--- src/mtg_pkg.sv ---
package mtg_pkg;

  localparam int unsigned StateWords  = 624;
  localparam int unsigned TwistOffset = 397;
  localparam int unsigned AddrW       = $clog2(StateWords);
  localparam int unsigned WordW       = 32;

  localparam logic [AddrW-1:0] LastAddr   = AddrW'(StateWords - 1);
  localparam logic [AddrW:0]   WrapLimit  = (AddrW + 1)'(StateWords);
  localparam logic [AddrW:0]   OffsetWide = (AddrW + 1)'(TwistOffset);

  localparam logic [WordW-1:0] SeedMult    = 32'd1812433253;
  localparam logic [WordW-1:0] TwistMatrix = 32'h9908_B0DF;
  localparam logic [WordW-1:0] TemperB     = 32'h9D2C_5680;
  localparam logic [WordW-1:0] TemperC     = 32'hEFC6_0000;

  localparam logic CmdSeed = 1'b0;
  localparam logic CmdNext = 1'b1;

  typedef enum logic [2:0] {
    StIdle,
    StSeedMul,
    StSeedAdd,
    StRdNxt,
    StRdMid,
    StGenWr
  } mtg_state_e;

  // Commands from the controller to the datapath.
  typedef struct packed {
    logic seed_load;
    logic seed_mul;
    logic seed_add;
    logic rd_cur;
    logic rd_nxt;
    logic rd_mid;
    logic gen_wr;
    logic unseeded_res;
  } mtg_cmd_t;

  // Status from the datapath to the controller.
  typedef struct packed {
    logic seed_last;
    logic seeded;
  } mtg_status_t;

  function automatic logic [WordW-1:0] twist(input logic [WordW-1:0] cur,
                                             input logic [WordW-1:0] nxt);
    logic [WordW-1:0] y;
    logic [WordW-1:0] r;
    y = {cur[WordW-1], nxt[WordW-2:0]};
    r = y >> 1;
    if (nxt[0]) begin
      r = r ^ TwistMatrix;
    end
    return r;
  endfunction

  function automatic logic [WordW-1:0] temper(input logic [WordW-1:0] w);
    logic [WordW-1:0] y;
    y = w;
    y = y ^ (y >> 11);
    y = y ^ ((y << 7) & TemperB);
    y = y ^ ((y << 15) & TemperC);
    y = y ^ (y >> 18);
    return y;
  endfunction

endpackage

--- src/mtg_ctrl.sv ---
module mtg_ctrl
  import mtg_pkg::*;
(
  input  logic        clk_i,
  input  logic        rst_ni,
  input  logic        start_i,
  input  logic        command_i,
  input  mtg_status_t status_i,
  output mtg_cmd_t    cmd_o,
  output logic        busy_o
);

  mtg_state_e state_q, state_d;

  always_ff @(posedge clk_i or negedge rst_ni) begin
    if (!rst_ni) begin
      state_q <= StIdle;
    end else begin
      state_q <= state_d;
    end
  end

  always_comb begin
    state_d = state_q;
    cmd_o   = '0;
    unique case (state_q)
      StIdle: begin
        if (start_i) begin
          if (command_i == CmdSeed) begin
            cmd_o.seed_load = 1'b1;
            state_d         = StSeedMul;
          end else if (status_i.seeded) begin
            cmd_o.rd_cur = 1'b1;
            state_d      = StRdNxt;
          end else begin
            cmd_o.unseeded_res = 1'b1;
          end
        end
      end
      StSeedMul: begin
        cmd_o.seed_mul = 1'b1;
        state_d        = StSeedAdd;
      end
      StSeedAdd: begin
        cmd_o.seed_add = 1'b1;
        state_d        = status_i.seed_last ? StIdle : StSeedMul;
      end
      StRdNxt: begin
        cmd_o.rd_nxt = 1'b1;
        state_d      = StRdMid;
      end
      StRdMid: begin
        cmd_o.rd_mid = 1'b1;
        state_d      = StGenWr;
      end
      StGenWr: begin
        cmd_o.gen_wr = 1'b1;
        state_d      = StIdle;
      end
      default: begin
        state_d = StIdle;
      end
    endcase
  end

  assign busy_o = (state_q != StIdle);

endmodule
--- config.mk ---
export PLATFORM = sky130hd
export DESIGN_NAME = mtg_ctrl
export DESIGN_NICKNAME = d
export VERILOG_FILES = /design/src/mtg_pkg.sv /design/src/mtg_ctrl.sv
export SDC_FILE = /design/constraint.sdc
export NUM_CORES = 1
export LEC_CHECK = 0
export ABC_CLOCK_PERIOD_IN_PS = 1200
export BUFFER_PORTS_ARGS = -buffer_cell sky130_fd_sc_hd__buf_2
export CAP_MARGIN = 20
export CORE_AREA = 2 2 39 41
export DETAILED_ROUTE_END_ITERATION = 12
export DIE_AREA = 0 0 41 43
export PLACE_DENSITY = 0.34
export SLEW_MARGIN = 10
export SYNTH_ARGS = -nofsm -noshare
export SYNTH_HDL_FRONTEND = slang
export SYNTH_SLANG_ARGS = --single-unit
--- constraint.sdc ---
create_clock -name clk_i -period 1.2 [get_ports clk_i]
set_clock_uncertainty 0.05 [all_clocks]
set_input_delay 0.24 -clock clk_i [delete_from_list [all_inputs] [get_ports clk_i]]
set_output_delay 0.24 -clock clk_i [all_outputs]
set_load 0.01 [all_outputs]
## Word-level counts from Yosys, hierarchy flattened

Index checks and enable logic that the tools add are counted.
Widths: inputs -> output; s select.

| storage, ports and cells | value |
|---|---|
| register bits after elaboration | 3 |
| input port bits | 6 |
| output and inout port bits | 9 |
| word-level logic and storage cells | 32 |

| operators by class | value |
|---|---|
| equality and inequality tests | 7 |
| multiplexer cells | 21 |
| reduce and logical (&&, ||, !) cells | 3 |

Operators by type and width:

| kind | count |
|---|---|
| $mux 1 | 17 |
| $pmux 3 s5 | 1 |
| $mux 3 | 3 |
| $eq 3x2->1 const B | 2 |
| $eq 3x3->1 const B | 2 |
| $eq 3x1->1 const B | 1 |
| $logic_not 3->1 | 1 |
| $ne 3x3->1 const B | 1 |
| $reduce_bool 3->1 | 1 |
| $ne 2x2->1 const B | 1 |
| $reduce_and 2->1 | 1 |

## Depth between registers and ports, before layout

Gate-level depths: netlist (run 1).

| depth | value |
|---|---|
| word-level depth | 4 |
| mapped depth | 3 |
| gate-level depth less buffers | 3 |

## Worst setup path before layout (run 1)

OpenSTA, ideal clock, no wires.

| timing path | value |
|---|---|
| kind | register to output |
| start point | register state_q[1] |
| end point | output cmd_o[7] (netlist name) |
| arrival time | 0.943 ns |
| data required time | 0.910 ns |
| path slack | -0.033 ns |
| cell stages (with the launch flop) | 3 |
| buffers on the path | 0 |
| path through | dfrtp_1 nor4b_2 nor2b_1 |

RTL lines:

| what | RTL line | RTL |
|---|---|---|
| start, declared | mtg_ctrl.sv:13 | `mtg_state_e state_q, state_d;` |
| start signal, assigned | mtg_ctrl.sv:17 | `state_q <= StIdle;` |
| start signal, assigned | mtg_ctrl.sv:19 | `state_q <= state_d;` |
| end, declared | mtg_ctrl.sv:9 | `output mtg_cmd_t cmd_o,` |

==> results of run 1 <==
==> area by class of cell <==
class | count | area share [%]
inverters | 2 | 1.78
multi-input cells | 17 | 37.9
clock buffers | 4 | 6.21
flip-flops and latches | 3 | 18.0
well taps | 16 | 4.73
repair buffers | 21 | 31.4
==> power by group <==
group	internal, mW	switching (mW)
Sequential	0.141	0.0547
Combinational	0.283	0.247
Clock	0.124	0.0489
Total	0.549	0.350
==> cells in the final DEF, fill, tap and decap left out, types with 2 or more instances in the layout <==
cell	instances
sky130_fd_sc_hd__clkbuf_4	3
sky130_fd_sc_hd__nor2_1	2
sky130_fd_sc_hd__and3_1	2
sky130_fd_sc_hd__buf_4	4
sky130_fd_sc_hd__buf_2	14
sky130_fd_sc_hd__dfrtp_1	2
sky130_fd_sc_hd__buf_6	2
sky130_fd_sc_hd__inv_1	2
==> layer usage <==
metal	routed length (um)	part of all wire, %	global-route usage [%]
met1	263	43	12.3
met2	317	52	13.1
met3	34	5.5	6.28
met4	0	0	6.00
met5	0	0	0
==> metrics by stage <==
step | power [mW] | utilization (%)
after global routing | 0.987 | 30.6
final | 0.899 | 30.6
after floorplan | 0.375 | -
after global placement | 0.588 | 23.4
after detailed placement | 0.586 | 23.4
after CTS | 0.852 | 28.6
==> repair_timing <==
action,CTS,global route
setup endpoints to repair,11,12
endpoints found under the hold margin,3,0
hold buffers,1,0
buffers inserted,0,2
pin swaps,2,3
resized for setup,7,5
==> worst min path at each step <==
stage / startpoint / endpoint / slack [ps] / cells after the start
finish: rst_ni / state_q[2] / 280 / 2
global route: rst_ni / state_q[1] / 300 / 2
CTS: rst_ni / state_q[2] / 280 / 2
detailed placement: rst_ni / state_q[2] / -10 / 1
global placement: rst_ni / state_q[0] / -10 / 1
floorplan: rst_ni / state_q[0] / -110 / 0
==> cell families after synthesis <==
kind of cell,synth area share [%]
AOI/OAI and AO/OA,8.39
and+or+nand+nor,49.0
DFF,38.7
buffers and inverters,3.87
==> run summary, run 1 <==
Status - complete, but fails checks
Violated checks - setup timing
Synth Warn # - 0
Sequential cell area in the final layout - 76.3 um^2
Number of enable-type register cells in the synthesized netlist - 0
Min-delay worst type - in -> async
Crit-path max FO - 3
Post-route DRC - 0
DR pass1 iterations - 4
Count of routing violations after the opening detailed-route iteration - 5
Layout Cell Area excl Fill - 423 um^2
CTS tree - built
Pre-CTS WS - -138 ps
RSZ-0062 raised after global routing - true
Transition time of the tightest slew-check pin - 220 ps
Clock tree buffer depth - 2
Crit path to - cmd_o[4]
FF+latch count, synth - 3
Fraction of post-synthesis cell area in the top cell type by area - 38.7%
Number of antenna violations at the first check in global routing - 0
Startpoint of the worst register-to-register path - state_q[2]
Register clock-pin slew on the reported worst setup and hold paths - 40 ps
Critical path origin - state_q[2]
HPWL reported at the end of detailed placement - 492 um
Number of cell rows - 14
Cell with the largest stage delay on the worst path - sky130_fd_sc_hd__dfrtp_1
Sequential area share after synthesis - 38.7%
Arrival @ worst endpoint - 1270 ps
Largest incremental delay on the critical path - 410 ps
Effective utilization at floorplan - 14.0%
Diodes inserted - 0
Number of endpoints with negative hold slack in the final report - 0
Nets - 54
Largest regs - state_q (3)
Critical setup path kind - reg -> out
Endpoint kind of the worst setup timing path - output port
Fraction of final layout cells sized beyond drive strength 1 - 68.1%
Number of failing setup endpoints in the final timing report - 11
Cell chain of the critical path - nor4b_4, and3_1, buf_2
Number of standard cells after synthesis - 22
Post-synth cell types - 14
Global-route wire length before repair - 1150 um
Overall routing resource usage - 10.2%
Routed via count divided by cell count - 4.16
Highest clock frequency the design can meet - 640 MHz
Layout overhead on the synthesized area - 118%
End of the worst register-to-register path - state_q[2]
Critical path's top delay family - simple AND/OR/NAND/NOR gates
Post-synth net total - 28
Ys flop type - sky130_fd_sc_hd__dfrtp_1
Number of vias in the routed layout - 262
Number of sinks on the clock net - 3
Final Worst Setup Slack - -362 ps
Number of buffers inserted during clock tree synthesis - 3
Via count of the first global-routing pass - 283
Instance count on the critical path - 3
WP buf/inv - 1
Startpoint class of the critical path - register
List of most frequent post-synthesis cells - sky130_fd_sc_hd__dfrtp_1 (3), sky130_fd_sc_hd__nor2_1 (3)
H-tree depth reported by CTS - 1
VDD IR max - 0.000533 V
Worst Hold Slack - 284 ps
Maximum number of pins on one net before global-route repair - 6
Worst endpoint required time - 910 ps
Average detailed-routed wire length per instance - 9.76 um
Share of the clock period used by the worst path after layout - 130%
Number of fillers in the final layout - 156
Finished Layout Cells - 63
Max FFs per register - 3
Register-to-register setup slack - -240 ps
Top post-synthesis cells by area - sky130_fd_sc_hd__dfrtp_1 (39%), sky130_fd_sc_hd__nor3b_1 (7.7%), sky130_fd_sc_hd__nor4b_2 (7.7%)
Pwr/cell area - 2130 nW/um^2
Setup TNS after final layout - -2930 ps
Routed wire length - 615 um
Insertion delay of the later-clocked pin in the worst-skew pair - 230 ps
Final Slew Violations - 0
Multi-input gate area in the final layout - 160 um^2
Shortest period the worst path allows - 1560 ps
Number of nets still failing antenna checks after routing - 0
Post-synthesis area per instance - 8.82 um^2
Biggest area consumer among synthesized cells - sky130_fd_sc_hd__dfrtp_1
CTS Root Buffer Type - sky130_fd_sc_hd__clkbuf_4
Number of cells on the worst reg-to-reg path - 5
Die Wd - 41 um
Worst rel slew slack - 85.3%
Top reg by flops - state_q
Post-synth ARST share - 100%
Die boundary height - 43 um
Post-Syn Area - 194 um^2
Count of placed standard cells including taps - 57
Final weighted congestion in routability-driven placement - 0.734
Leakage component of the power - 0.232 nW
Port Buffers - 14
Max-cap viol count - 0
DIE AREA - 1760 um^2
Placement Cell Area - 324 um^2
Total global routing overflow - 0
I/O pin cnt - 15
Core ar. - 1380 um^2
Power figures use the tool's default switching activity.
==> run 2, diff against run 1 <==
- TNS_END_PERCENT: default -> 1
==> run 2 against run 1 <==
The flow still finishes with violations (setup timing). Critical path depth unchanged. Count of clock-buffer cells in the layout did not move. Sequential share of layout area rose by 0.66 points. Design area is 3.6% lower. Die area unchanged. Via count fell by 6.1%. Power down 3.7%. Wire length shrank 2.9%. Register-to-register slack improved by 140 ps. Critical path type unchanged. Highest routed layer unchanged.
==> run summary, run 2 (synthesis results as in run 1) <==
Maximum number of pins on one net before global-route repair - 6
Top library cells by usage in the layout, fill and taps aside - sky130_fd_sc_hd__buf_2 (14), sky130_fd_sc_hd__buf_4 (4), sky130_fd_sc_hd__clkbuf_4 (3)
Transition time of the tightest slew-check pin - 243 ps
Register-to-register setup slack - -100 ps
Number of cell rows - 14
Setup TNS after final layout - -2690 ps
Max FFs per register - 3
CTS tree - built
Number of antenna violations at the first check in global routing - 0
Min-delay worst type - in -> async
Max-cap viol count - 0
Fraction of final layout cells sized beyond drive strength 1 - 69.6%
Pwr/cell area - 2120 nW/um^2
Finished Layout Cells - 62
RSZ-0062 raised after global routing - true
Final Worst Setup Slack - -398 ps
Die Wd - 41 um
Worst rel slew slack - 83.6%
Startpoint class of the critical path - register
Number of fillers in the final layout - 159
Final weighted congestion in routability-driven placement - 0.735
Critical setup path kind - reg -> out
Diodes inserted - 0
Violated checks - setup timing
Core ar. - 1380 um^2
HPWL reported at the end of detailed placement - 485 um
Port Buffers - 14
Overall routing resource usage - 9.27%
Crit-path max FO - 3
Routed via count divided by cell count - 3.97
DIE AREA - 1760 um^2
Final Slew Violations - 0
Die boundary height - 43 um
DR pass1 iterations - 3
Number of sinks on the clock net - 3
Highest clock frequency the design can meet - 626 MHz
Pre-CTS WS - -162 ps
Endpoint kind of the worst setup timing path - output port
Register clock-pin slew on the reported worst setup and hold paths - 40 ps
H-tree depth reported by CTS - 1
Placement Cell Area - 324 um^2
VDD IR max - 0.000571 V
Number of endpoints with negative hold slack in the final report - 0
Average detailed-routed wire length per instance - 9.63 um
Routed wire length - 597 um
Worst endpoint required time - 910 ps
Number of failing setup endpoints in the final timing report - 11
Insertion delay of the later-clocked pin in the worst-skew pair - 230 ps
Layout Cell Area excl Fill - 408 um^2
Power, Total - 866 uW
I/O pin cnt - 15
WP buf/inv - 1
Arrival @ worst endpoint - 1310 ps
Global-route wire length before repair - 1040 um
Count of routing violations after the opening detailed-route iteration - 2
Post-CTS setup buffer count - 0
Largest regs - state_q (3)
Via count of the first global-routing pass - 264
Top reg by flops - state_q
CTS Root Buffer Type - sky130_fd_sc_hd__clkbuf_4
Share of the clock period used by the worst path after layout - 133%
Effective utilization at floorplan - 14.0%
Nets - 53
Number of vias in the routed layout - 246
Clock tree buffer depth - 2
Post-route DRC - 0
Cell chain of the critical path - nor4b_4, and3_1, buf_2
Most common library cell in the layout ignoring fill and taps - sky130_fd_sc_hd__buf_2
Number of nets still failing antenna checks after routing - 0
Number of buffers inserted during clock tree synthesis - 3
Largest incremental delay on the critical path - 410 ps
Layout overhead on the synthesized area - 110%
Critical path's top delay family - simple AND/OR/NAND/NOR gates
Status - complete, but fails checks
Total global routing overflow - 0
Count of placed standard cells including taps - 57
Leakage component of the power - 0.227 nW
Shortest period the worst path allows - 1600 ps
Cell with the largest stage delay on the worst path - sky130_fd_sc_hd__dfrtp_1
## run 2: stage by stage
step	hold WS, ps	utilization, %
floorplan	-106	-
global placement	-11.6	23.4
detailed placement	-13.2	23.4
CTS	285	27.9
global route	288	29.5
finish	287	29.5
## run 2: repair_timing
item	4_1_cts	5_1_grt
gates cloned	0	0
setup endpoints to repair	11	12
endpoints found under the hold margin	3	0
resized for setup	4	6
pin swaps	0	0
hold buffers	1	0
## run 2: path summary, 6_finish.rpt
path                              end         from  cells past startpoint
min                        state_q[2]       rst_ni                      2
max reg2reg                state_q[2]   state_q[2]                      4
min reg2reg                state_q[2]   state_q[0]                      3
min in group clk_i         state_q[1]  status_i[0]                      3
max                          cmd_o[4]   state_q[2]                      3
max in group asynchronous  state_q[0]       rst_ni                      2
## run 2: cell type report
type / count / area, um^2 / area share (%)
clock buffers: 4 / 26.3 / 6.44
inverters: 2 / 7.51 / 1.84
multi-input cells: 17 / 156 / 38.3
flip-flops and latches: 3 / 76.3 / 18.7
well taps: 16 / 20.0 / 4.91
repair buffers: 20 / 121 / 29.8
## run 2: worst register-to-register path, cell delays in order (launching register included)
cell                      delay [ps]
sky130_fd_sc_hd__dfrtp_1         410
sky130_fd_sc_hd__buf_4           160
sky130_fd_sc_hd__nor3b_4         140
sky130_fd_sc_hd__buf_4           120
sky130_fd_sc_hd__or2_2           280
## run 2: per-layer routing
| layer | vias up | GRT usage [%] | share of wire, % |
|---|---|---|---|
| met5 | - | 0 | 0 |
| met4 | 0 | 8.00 | 0 |
| met3 | 0 | 5.24 | 7.5 |
| met2 | 10 | 11.9 | 50 |
| met1 | 111 | 10.4 | 43 |
| li1 | 125 | - | - |
## run 2: power by group
part / leakage, nW / internal (mW) / switching, mW / total, mW
clock: 0.0150 / 0.124 / 0.0499 / 0.174
combinational: 0.175 / 0.261 / 0.237 / 0.498
sequential: 0.0377 / 0.141 / 0.0521 / 0.193
total: 0.227 / 0.527 / 0.339 / 0.866
